<file path="src/hw/rtl/lcsr_pkg.sv">
// Shared constants, codes and bundle types of the longest common substring run unit.
package lcsr_pkg;

  // Needle store depth and haystack limit
  localparam int NEEDLE_BYTES  = 64;
  localparam int HAY_BYTES_MAX = 1048576;

  // Derived widths
  localparam int NIDX_W = $clog2(NEEDLE_BYTES);
  localparam int LEN_W  = $clog2(NEEDLE_BYTES + 1);
  localparam int POS_W  = $clog2(HAY_BYTES_MAX);
  localparam int HPOS_W = POS_W + 1;
  localparam int SLOT_W = POS_W + 1;
  localparam int BYTE_W = 8;
  localparam int SBYT_W = 8;

  // Stream port widths
  localparam int S_DATA_W = 16;
  localparam int S_USER_W = 2;
  localparam int M_DATA_W = 56;

  // Configuration register indexes
  localparam int CFG_ADDR_W = 1;
  localparam int CFG_DATA_W = 8;
  localparam logic [CFG_ADDR_W-1:0] CFG_NEEDLE_LEN = 1'b0;
  localparam logic [CFG_ADDR_W-1:0] CFG_SLOT_BYTES = 1'b1;

  // Item kinds carried on tuser
  typedef enum logic [S_USER_W-1:0] {
    MODE_LOAD   = 2'd0,
    MODE_HAY    = 2'd1,
    MODE_FINISH = 2'd2
  } lcsr_mode_e;

  // Payload of one haystack byte travelling along the cell row
  typedef struct packed {
    logic [BYTE_W-1:0] data_byte;  // haystack byte
    logic [LEN_W-1:0]  prev;       // previous cell's counter before this byte
    logic [LEN_W-1:0]  cap;        // run limit from the position in the region
    logic [LEN_W-1:0]  nl;         // effective needle length
    logic [LEN_W-1:0]  cand_len;   // longest run seen so far for this byte
    logic [NIDX_W-1:0] cand_ns;    // its needle start
    logic [POS_W-1:0]  pos;        // position in haystack or slot
    logic [POS_W-1:0]  slot;       // slot counter
  } lcsr_wave_t;

  // Broadcast control from the front end to every cell
  typedef struct packed {
    logic              needle_we;
    logic [NIDX_W-1:0] needle_idx;
    logic [BYTE_W-1:0] needle_byte;
    logic              clear;
  } lcsr_ctrl_t;

  // Best run held so far
  typedef struct packed {
    logic [LEN_W-1:0]  len;
    logic [POS_W-1:0]  hs;
    logic [NIDX_W-1:0] ns;
    logic [SLOT_W-1:0] slot;
  } lcsr_best_t;

endpackage

</file>
<file path="src/hw/rtl/lcsr_best.sv">
// Best-run tracker at the end of the cell row.
module lcsr_best
  import lcsr_pkg::*;
(
  input  logic       clk_i,
  input  logic       rst_ni,
  input  logic       clear_i,
  input  logic       valid_i,
  input  lcsr_wave_t wave_i,
  output lcsr_best_t best_o
);

  lcsr_best_t        best_q, best_d;
  logic [POS_W-1:0]  hs;
  logic [SLOT_W-1:0] slot_ext;
  logic              better;

  // Compare the byte's best candidate with the run held so far
  always_comb begin
    hs       = wave_i.pos + POS_W'(1) - POS_W'(wave_i.cand_len);
    slot_ext = {1'b0, wave_i.slot};
    better   = (wave_i.cand_len > best_q.len) ||
               ((wave_i.cand_len == best_q.len) &&
                ((slot_ext < best_q.slot) ||
                 ((slot_ext == best_q.slot) &&
                  ((hs < best_q.hs) ||
                   ((hs == best_q.hs) && (wave_i.cand_ns < best_q.ns))))));
    best_d = best_q;
    if (clear_i) begin
      best_d.len  = '0;
      best_d.hs   = '0;
      best_d.ns   = '0;
      best_d.slot = '1;
    end else if (valid_i && (wave_i.cand_len != '0) && better) begin
      best_d.len  = wave_i.cand_len;
      best_d.hs   = hs;
      best_d.ns   = wave_i.cand_ns;
      best_d.slot = slot_ext;
    end
  end

  always_ff @(posedge clk_i or negedge rst_ni) begin
    if (!rst_ni) begin
      best_q.len  <= '0;
      best_q.hs   <= '0;
      best_q.ns   <= '0;
      best_q.slot <= '1;
    end else begin
      best_q <= best_d;
    end
  end

  assign best_o = best_q;

endmodule

</file>
<file path="config.mk">
export PLATFORM = sky130hd
export DESIGN_NAME = lcsr_best
export DESIGN_NICKNAME = d
export VERILOG_FILES = /design/src/hw/rtl/lcsr_pkg.sv /design/src/hw/rtl/lcsr_best.sv
export SDC_FILE = /design/constraint.sdc
export NUM_CORES = 1
export LEC_CHECK = 0
export ABC_CLOCK_PERIOD_IN_PS = 2600
export BUFFER_PORTS_ARGS = -buffer_cell sky130_fd_sc_hd__buf_2
export CORE_UTILIZATION = 25
export DETAILED_ROUTE_END_ITERATION = 6
export PLACE_DENSITY_LB_ADDON = 0.05
export SETUP_SLACK_MARGIN = 0.05
export SYNTH_ARGS = -nofsm -noshare
export SYNTH_HDL_FRONTEND = slang
export SYNTH_SLANG_ARGS = --single-unit
</file>
<file path="constraint.sdc">
create_clock -name clk_i -period 2.6 [get_ports clk_i]
set_clock_uncertainty 0.2 [all_clocks]
set_input_delay 0.39 -clock clk_i [delete_from_list [all_inputs] [get_ports clk_i]]
set_output_delay 0.39 -clock clk_i [all_outputs]
set_load 0.01 [all_outputs]
</file>
==> out/qor.yml <==
finish:
  final_layout_size_suffix_gt1_share_pct: 43.46
  final_design_utilization_pct: 39.81
  number_of_nets_in_the_final_layout: 920
  nFillCells: 1792
  final-instance-count-excl-fill: 982
  synthToLayoutAreaGrowth_pct: 54.13
  num_antenna_cells: 0
  largest_register_ffs: 54
power_and_ir_drop:
  irDropWorstVdd_mv: 0.3408
  power_density_mw_per_mm2: 484.7
  total_leakage_power_nw: 3.865
setup_path:
  cp_top_family: "compound AO/OA/AOI/OAI gates"
  critPathCaptureType: "flop"
  critical_path.max_stage_delay_ns: 0.44
  cp.required_ns: 2.65
  path_max_fanout: 3
  endpoint_of_the_lowest_slack_register_to_register_path: "best_o[44]"
  number_of_cell_instances_on_the_worst_register_to_register_path: 12
  cpMostUsedCell: "buf_4"
  crit_path_top_delay_cell: "or4_4"
  startpoint_type: "input port"
  critPathBufInv: 7
  r2r-start: "best_o[11]"
  arrival_time_reported_for_the_critical_path_endpoint_ns: 5.09
  ff2ff_setup_slack_ns: -0.48
  type_of_the_setup_path_with_the_least_slack: "input port to flop"
sta:
  slew_headroom_pct: 57.95
  final_min_period_over_clock_period_pct: 193.8
  fmax_mhz: 198.5
  fin_ws_ns: -2.438
  report.final.setup_viol: 54
  minimum_clock_period_ns: 5.038
  final_hold_viol_count: 0
  measured_slew_at_the_worst_slew_check_pin_ns: 0.6300
  grt_setup_unrepaired: "true"
  maxSlewViolCount: 0
hold_path:
  instance_count_along_the_most_critical_hold_path: 3
  min_path_type: "input port to flop"
  min_from: "wave_i[18]"
  min_delay_worst_endpoint: "best_o[18]"
floorplanning:
  total_die_area_sq_mm: 0.01853
  core_area_sq_mm: 0.01742
  number_of_core_rows: 48
  height_of_the_die_um: 136.1
  ioPinCount: 140
  die_w_um: 136.1
  floorplan.initialDensity_pct: 25.83
placement:
  place.port_buffers: 110
  gp_congestion: 0.7964
  dp_hpwl_mm: 10.60
  dpl.cell_count: 960
logic_synthesis:
  synth_area_per_cell_sq_um: 9.180
  yosys_warnings: 0
  postSynthNetCount: 654
  ys_ff_latch: 54
  synth-seq-area-share_pct: 30.63
  synth.lib_cells_used.distinct: 49
  syn-instance-count: 490
  ys.flop_type: "dfrtp_1"
  post_synth_instance_area_sq_mm: 0.004498
  postSynth.asyncResetShare_pct: 100.0
  synth_enable_flop_cells: 0
grt:
  global_route.usage.total_pct: 15.16
  grt_max_degree: 26
  grt_pass1_wl_mm: 21.72
  antenna_found_initial: 0
  globalRouteOverflowTotal: 0
  number_of_global_route_vias_before_repair: 4418
drt:
  remaining_drc_errors: 0
  drt-total-wl_mm: 13.34
  via_per_inst: 4.326
  via_count: 4248
  wl_per_cell_um: 13.59
  initial_drc_count: 112
  route.antenna.remaining_nets: 0
  detailedRoute.firstPassIterationCount: 4
clocking:
  htreeDepth: 2
  cts.clk_slew.worst_paths_ns: 0.08
  clock_sinks: 54
  numCtsBuffers: 5
  clock_tree_from_tritoncts: "done"
  ctsLongestPathBuffers: 2
  clk_latency_ns: 0.31
  cts_root_buffer: "clkbuf_16"
run_status:
  violations_in_the_final_reports: "negative setup slack"
  status: "finished with violations"
job:
  drv.max_cap_violation_count: 0
repair_timing:
action	in CTS	in global routing
buffers inserted	8	1
hold buffers	1	0
setup endpoints to repair	54	54
pin swaps	7	10
resized for setup	19	10
endpoints found under the hold margin	1	0
gates cloned	2	2
report_power, final:
part	leakage [nW]	switching (mW)	internal, mW
Sequential	0.667	0.0442	0.931
Combinational	3.12	0.721	0.824
Clock	0.0819	0.376	0.464
Total	3.87	1.14	2.22
through the flow:
step                total power, mW  setup WS [ns]  area (sq um)  hold slack (ns)  setup TNS [ns]
floorplan                     1.747         -2.450          4566          -0.1056         -127.65
global placement              2.437         -2.872          6462           0.2090         -153.37
detailed placement            2.440         -3.002          6462           0.2012         -158.75
CTS                           3.388         -2.498          6824           0.1048         -131.84
global route                  3.634         -2.684          6933           0.1149         -142.65
finish                        3.360         -2.438          6933           0.1122         -128.84
placed cells by master (no fill, tap or decap), types with 2 or more instances in the layout:
cell       Yosys  layout
mux2i_2        0       3
a311oi_1       2       2
and2b_2        2       2
nand2_1       35      35
o211ai_1       3       3
o21ai_0       13      12
mux2i_1       48      45
inv_1         76      74
nor2_1        45      45
and3_2         2       2
a221o_1        2       2
buf_12         0       4
dfstp_2       21      21
a21o_1        10      10
buf_2          5     108
ha_1          77      74
ha_4           0       2
buf_4          0     150
a21oi_1       26      26
nor3_1         3       2
a31oi_1        3       3
nor4_1         5       3
nor2b_1        4       4
xor2_1         5       5
a211oi_1       6       4
buf_16         0       3
o21ai_1        4       5
nand4_1       10      10
dfrtp_1       33      33
a211oi_2       0       2
buf_6          2       2
nand3_1        7       7
xnor2_1       12      12
clkbuf_16      0       7
how the worst max path moves through the flow:
stage                           from         end  slack [ns]  cells after the start
after CTS                 wave_i[21]  best_o[21]       -2.50                     24
after detailed placement  wave_i[21]  best_o[14]       -3.00                     23
final                     wave_i[21]  best_o[44]       -2.44                     26
after global placement    wave_i[21]  best_o[14]       -2.87                     24
after global routing      wave_i[21]  best_o[44]       -2.68                     25
after floorplan           wave_i[21]  best_o[46]       -2.45                     22
synthesized netlist by cell type, drive strengths merged, types with 7 or more instances:
cell | count | share of area [%]
nand4 | 10 | 1.4
nand3 | 7 | 0.78
dfrtp | 33 | 18
mux2i | 48 | 11
dfstp | 21 | 12
a21o | 11 | 1.9
o21ai | 17 | 1.9
nand2 | 35 | 2.9
ha | 77 | 21
nor2 | 45 | 3.8
a21oi | 26 | 2.9
xnor2 | 12 | 2.3
inv | 76 | 6.3
buf | 7 | 1.1
per-layer routing:
metal	wire length, um	vias to the layer above	part of all wire (%)	global-route usage, %
met5	0	-	0	0
met4	108	0	0.81	3.148
met3	530	7	4.0	3.095
met2	6227	60	47	25.27
met1	6475	1941	49	20.08
li1	-	2240	-	-
cell type report:
class | count | area (sq um) | share of cell area (%)
inverters | 76 | 297.8 | 4.295
multi-input cells | 347 | 2868 | 41.36
clock buffers | 5 | 125.1 | 1.805
clock inverters | 3 | 48.80 | 0.7038
well taps | 225 | 281.5 | 4.061
flip-flops and latches | 54 | 1378 | 19.87
repair buffers | 272 | 1934 | 27.90
worst register-to-register path: stages, from the launching register on:
cell and delay, ns:
dfstp_2 0.53, inv_1 0.04, ha_1 0.30, nand4_1 0.18
nor2_1 0.18, nand4_1 0.21, a2111oi_2 0.37, o21ai_1 0.15
a41o_4 0.25, buf_4 0.15, buf_4 0.14, nor3b_2 0.16
a221o_1 0.17
cells by family after synthesis:
kind of cell    Yosys count  synth area share (%)
mux                      48                 10.68
fa+ha+maj                78                 21.86
flops                    54                 30.63
simple gates            119                 12.24
xor+xnor                 17                 3.310
buf+inv                  89                 8.122
compound gates           85                 13.16
Power figures use the tool's default switching activity.
