File: src/hw/rtl/lcsr_pkg.sv
// Shared constants, codes and bundle types of the longest common substring run unit.
package lcsr_pkg;

  // Needle store depth and haystack limit
  localparam int NEEDLE_BYTES  = 64;
  localparam int HAY_BYTES_MAX = 1048576;

  // Derived widths
  localparam int NIDX_W = $clog2(NEEDLE_BYTES);
  localparam int LEN_W  = $clog2(NEEDLE_BYTES + 1);
  localparam int POS_W  = $clog2(HAY_BYTES_MAX);
  localparam int HPOS_W = POS_W + 1;
  localparam int SLOT_W = POS_W + 1;
  localparam int BYTE_W = 8;
  localparam int SBYT_W = 8;

  // Stream port widths
  localparam int S_DATA_W = 16;
  localparam int S_USER_W = 2;
  localparam int M_DATA_W = 56;

  // Configuration register indexes
  localparam int CFG_ADDR_W = 1;
  localparam int CFG_DATA_W = 8;
  localparam logic [CFG_ADDR_W-1:0] CFG_NEEDLE_LEN = 1'b0;
  localparam logic [CFG_ADDR_W-1:0] CFG_SLOT_BYTES = 1'b1;

  // Item kinds carried on tuser
  typedef enum logic [S_USER_W-1:0] {
    MODE_LOAD   = 2'd0,
    MODE_HAY    = 2'd1,
    MODE_FINISH = 2'd2
  } lcsr_mode_e;

  // Payload of one haystack byte travelling along the cell row
  typedef struct packed {
    logic [BYTE_W-1:0] data_byte;  // haystack byte
    logic [LEN_W-1:0]  prev;       // previous cell's counter before this byte
    logic [LEN_W-1:0]  cap;        // run limit from the position in the region
    logic [LEN_W-1:0]  nl;         // effective needle length
    logic [LEN_W-1:0]  cand_len;   // longest run seen so far for this byte
    logic [NIDX_W-1:0] cand_ns;    // its needle start
    logic [POS_W-1:0]  pos;        // position in haystack or slot
    logic [POS_W-1:0]  slot;       // slot counter
  } lcsr_wave_t;

  // Broadcast control from the front end to every cell
  typedef struct packed {
    logic              needle_we;
    logic [NIDX_W-1:0] needle_idx;
    logic [BYTE_W-1:0] needle_byte;
    logic              clear;
  } lcsr_ctrl_t;

  // Best run held so far
  typedef struct packed {
    logic [LEN_W-1:0]  len;
    logic [POS_W-1:0]  hs;
    logic [NIDX_W-1:0] ns;
    logic [SLOT_W-1:0] slot;
  } lcsr_best_t;

endpackage

File: src/hw/rtl/lcsr_cell.sv
// One cell of the row: a needle byte, its run counter and the travelling byte stage.
module lcsr_cell
  import lcsr_pkg::*;
(
  input  logic              clk_i,
  input  logic              rst_ni,
  input  logic [NIDX_W-1:0] cell_idx_i,
  input  lcsr_ctrl_t        ctrl_i,
  input  logic              valid_i,
  input  lcsr_wave_t        wave_i,
  output logic              valid_o,
  output lcsr_wave_t        wave_o
);

  logic [BYTE_W-1:0] needle_q;
  logic [LEN_W-1:0]  cnt_q, cnt_d;
  logic              valid_q;
  lcsr_wave_t        wave_q, wave_d;
  logic [LEN_W-1:0]  prev_inc;
  logic [LEN_W-1:0]  run_c;
  logic [LEN_W-1:0]  c;
  logic [LEN_W-1:0]  ns_full;
  logic              active;

  // Hold the needle byte; written by index, no reset
  always_ff @(posedge clk_i) begin
    if (ctrl_i.needle_we && (ctrl_i.needle_idx == cell_idx_i)) begin
      needle_q <= ctrl_i.needle_byte;
    end
  end

  // Extend the run handed on by the previous cell, limited by the region start
  always_comb begin
    prev_inc = wave_i.prev + LEN_W'(1);
    run_c    = (prev_inc < wave_i.cap) ? prev_inc : wave_i.cap;
    active   = {1'b0, cell_idx_i} < wave_i.nl;
    c        = (active && (wave_i.data_byte == needle_q)) ? run_c : '0;
    ns_full  = LEN_W'({1'b0, cell_idx_i}) + LEN_W'(1) - c;
  end

  // Hand on the old counter and keep the earliest longest candidate
  always_comb begin
    wave_d      = wave_i;
    wave_d.prev = cnt_q;
    if (c > wave_i.cand_len) begin
      wave_d.cand_len = c;
      wave_d.cand_ns  = ns_full[NIDX_W-1:0];
    end
    cnt_d = cnt_q;
    if (ctrl_i.clear) begin
      cnt_d = '0;
    end else if (valid_i) begin
      cnt_d = c;
    end
  end

  // Run counter and stage valid
  always_ff @(posedge clk_i or negedge rst_ni) begin
    if (!rst_ni) begin
      cnt_q   <= '0;
      valid_q <= 1'b0;
    end else begin
      cnt_q   <= cnt_d;
      valid_q <= valid_i;
    end
  end

  // Stage payload
  always_ff @(posedge clk_i) begin
    if (valid_i) begin
      wave_q <= wave_d;
    end
  end

  assign valid_o = valid_q;
  assign wave_o  = wave_q;

endmodule

File: config.mk
export PLATFORM = sky130hd
export DESIGN_NAME = lcsr_cell
export DESIGN_NICKNAME = d
export VERILOG_FILES = /design/src/hw/rtl/lcsr_pkg.sv /design/src/hw/rtl/lcsr_cell.sv
export SDC_FILE = /design/constraint.sdc
export NUM_CORES = 1
export LEC_CHECK = 0
export BUFFER_PORTS_ARGS = -buffer_cell sky130_fd_sc_hd__buf_2
export CAP_MARGIN = 0
export CORE_MARGIN = 10
export CORE_UTILIZATION = 53
export CTS_BUF_LIST = sky130_fd_sc_hd__clkbuf_2 sky130_fd_sc_hd__clkbuf_4 sky130_fd_sc_hd__clkbuf_8
export DETAILED_ROUTE_END_ITERATION = 6
export HOLD_SLACK_MARGIN = 0.05
export PLACE_DENSITY = 0.88
export SLEW_MARGIN = 20
export SYNTH_ARGS = -nofsm -noshare
export SYNTH_HDL_FRONTEND = slang
export SYNTH_SLANG_ARGS = --single-unit
File: constraint.sdc
create_clock -name clk_i -period 5.48 [get_ports clk_i]
set_clock_uncertainty 0.05 [all_clocks]
set_input_delay 1.37 -clock clk_i [delete_from_list [all_inputs] [get_ports clk_i]]
set_output_delay 1.37 -clock clk_i [all_outputs]
set_load 0.01 [all_outputs]
==> impl_metrics.env <==
export IMPL_status="finished clean"
export IMPL_grt_ovfl_total=0
export IMPL_port_buffers=189
export IMPL_utilization_pct=71.5
export IMPL_synthFlopType="edfxtp_1"
export IMPL_synth_yosys_seq_area_share_pct=67.9
export IMPL_yosysTopAreaCellShare_pct=63.2
export IMPL_vdd_ir_drop_max_mv=0.144
export IMPL_final_cells=592
export IMPL_io_pins=190
export IMPL_place_ws_ns=-0.0759
export IMPL_worst_hold_slack_ns=0.406
export IMPL_async_flop_share_pct=8.16
export IMPL_drive_above_1_share_pct=46.0
export IMPL_hold_viol=0
export IMPL_synthTopCellsByArea="edfxtp_1 (63%), ha_1 (8.2%), dfrtp_1 (4.7%), xor2_1 (3.1%), inv_1 (2.4%)"
export IMPL_worst_slack_ns=0.372
export IMPL_grt_use_met3_pct=6.79
export IMPL_grt_pass1_vias=3204
export IMPL_cts_setup_buffers=0
export IMPL_worst_slew_pin_transition_ns=0.946
export IMPL_switching_share_pct=25.1
export IMPL_die_h_um=110
export IMPL_grt_max_degree=97
export IMPL_cts_clk_slew_worst_paths_ns=0.09
export IMPL_gr_max_usage_layer="met2"
export IMPL_r2r_setup_slack_ns=1.93
export IMPL_antenna_found_initial=1
export IMPL_drv_cap=0
export IMPL_rows=32
export IMPL_fin_crit_sh_pct=93.2
export IMPL_timing_worst_setup_path_type="in2reg"
export IMPL_dr_pass1_iters=4
export IMPL_setup_violations_final=0
export IMPL_start_kind="primary input"
export IMPL_gr_usage_met2_pct=34.6
export IMPL_rsz0062_at_grt="no"
export IMPL_pwr_share_comb_pct=14.9
export IMPL_syn_cell_area_mm2=0.00427
export IMPL_cp_max_fo=9
export IMPL_route_detailed_drc=0
export IMPL_numCtsBuffers=9
export IMPL_synth_nets=420
export IMPL_yosysWarnings=0
export IMPL_min_period_ns=5.11
export IMPL_yosysTopAreaCell="edfxtp_1"
export IMPL_relSlewSlack_pct=36.4
export IMPL_groute_layer_met1_usage_pct=20.8
export IMPL_p_sw_uw=381
export IMPL_area_growth_pct=29.9
export IMPL_final_nets=620
export IMPL_synth_cells=284
export IMPL_core_mm2=0.00777
export IMPL_drt_vias_per_instance=5.16
export IMPL_hpwlAfterDp_mm=9.90
export IMPL_clockBufferDepth=2
export IMPL_power_internal_mw=1.14
export IMPL_drtAntennaViolNets=0
export IMPL_leakage_nw=2.53
export IMPL_avgSynthCellArea_um2=15.0
export IMPL_drv_slew=0
export IMPL_grt_pass1_wl_mm=17.5
export IMPL_initialDrtViolationCount=192
export IMPL_dieArea_mm2=0.0121
export IMPL_max_freq_mhz=196
export IMPL_clkLatencyLatePin_ns=0.34
export IMPL_critical_path_arrival_ns=5.16
export IMPL_ctsHtreeMaxLevel=3
export IMPL_clkSinkCount=98
export IMPL_ys_ff_latch=98
export IMPL_routed_wl_mm=11.9
export IMPL_power_frac_seq_pct=58.0
export IMPL_required_ns=5.53
export IMPL_ys_types=41
export IMPL_p_clk_share_pct=27.1
export IMPL_synth_most_common_cell="edfxtp_1"
export IMPL_gr_usage_all_layers_pct=19.1
export IMPL_p_total_mw=1.52
export IMPL_initial_core_util_pct=55.0
export IMPL_place_inst=575
export IMPL_p_per_area_mw_per_mm2=274
export IMPL_root_buffer="clkbuf_8"
export IMPL_fp_dieW_um=110
export IMPL_vias=3057
export IMPL_synth_common_cells="edfxtp_1 (90), ha_1 (28), inv_1 (27), nand2_1 (17), xor2_1 (15)"
export IMPL_synth_edf_count=90
export IMPL_cts_tree="yes"
export IMPL_wl_per_cell_um=20.2
export IMPL_place_gp_congestion=0.844
export IMPL_hold_path_class="reg2reg"
export IMPL_cp_end_kind="flop"
power by group through the flow:
stage | clock network [mW] | registers (mW) | logic [mW]
final | 0.412 | 0.881 | 0.226
after global placement | 0 | 0.896 | 0.218
after CTS | 0.420 | 0.882 | 0.228
after floorplan | 0 | 0.926 | 0.0704
after global routing | 0.452 | 0.886 | 0.248
after detailed placement | 0 | 0.899 | 0.228
critical path: stages:
cell and delay [ns]:
buf_2 0.11, ha_1 0.18, nand3_1 0.12, nor2_1 0.14
xor2_1 0.20, ha_1 0.29, a21oi_1 0.21, o21ai_1 0.14
a21oi_2 0.28, buf_4 0.18, mux2_2 0.34, nand2_1 0.12
inv_1 0.06, ha_1 0.27, nand4_1 0.11, a21oi_1 0.07
nor3_1 0.29, o21bai_2 0.29, mux2_2 0.39
repair_timing:
item | CTS | global route
setup endpoints to repair | 0 | 10
gates resized for setup | 0 | 2
hold buffers | 0 | 0
flip-flops by register name, indices dropped and copies added (netlist names):
signal    count
valid_o       1
wave_o       82
needle_q      8
cnt_q         7
final timing paths:
check	depth (start not counted)	end	start
worst max register to register	12	wave_o[51]$_DFFE_PP_	needle_q[2]$_DFFE_PP_
max in group asynchronous	1	cnt_q[3]$_DFFE_PN0P_	rst_ni
worst min-delay path	0	wave_o[68]$_DFFE_PP_	cnt_q[1]$_DFFE_PN0P_
worst min register to register	0	wave_o[68]$_DFFE_PP_	cnt_q[1]$_DFFE_PN0P_
worst max-delay path	19	wave_o[51]$_DFFE_PP_	wave_i[67]
min in group asynchronous	1	valid_o$_DFF_PN0_	rst_ni
cell families (layout without fill, tap and decap cells):
family / after synthesis / in the layout / share of synthesized area [%]
compound gates: 36 / 36 / 5.39
xor+xnor: 23 / 23 / 4.71
fa+ha+maj: 29 / 29 / 8.67
buf+inv: 30 / 235 / 2.66
flops: 98 / 98 / 67.9
mux: 12 / 12 / 3.04
other cells: 0 / 1 / 0
simple gates: 56 / 56 / 7.61
layer usage:
| metal | wire (um) | part of all wire (%) | vias to the layer above |
|---|---|---|---|
| met1 | 4410 | 37 | 1449 |
| met3 | 1240 | 10 | 8 |
| met4 | 85 | 0.71 | 0 |
| li1 | - | - | 1444 |
| met5 | 0 | 0 | - |
| met2 | 6200 | 52 | 156 |
cell usage in the layout (no fill, tap or decap), types with 6 or more instances in the layout:
cell type / n
o21ai_1: 7
dfrtp_1: 8
mux2_2: 8
nand3_1: 7
nand2b_1: 6
nor2_1: 6
edfxtp_1: 90
buf_2: 188
a21oi_1: 12
ha_1: 28
xor2_1: 15
clkbuf_8: 9
xnor2_1: 8
nand2_1: 17
inv_1: 27
layout make-up:
class                           instances  area (um^2)
Inverter                               27          101
Tap cell                              102          128
Antenna cell                            1         2.50
Fill cell                             530         2210
Clock buffer                           10          131
Multi-Input combinational cell        156         1270
Sequential cell                        98         2900
Timing Repair Buffer                  192          975
Clock inverter                          6         41.3
metrics by stage:
stage | setup TNS, ns | cell area (um^2)
after floorplan | 0 | 4270
after global placement | 0 | 5370
after detailed placement | -0.0759 | 5370
after CTS | 0 | 5540
after global routing | 0 | 5550
final | 0 | 5550
Note: power is estimated with default switching activity, not from simulation.
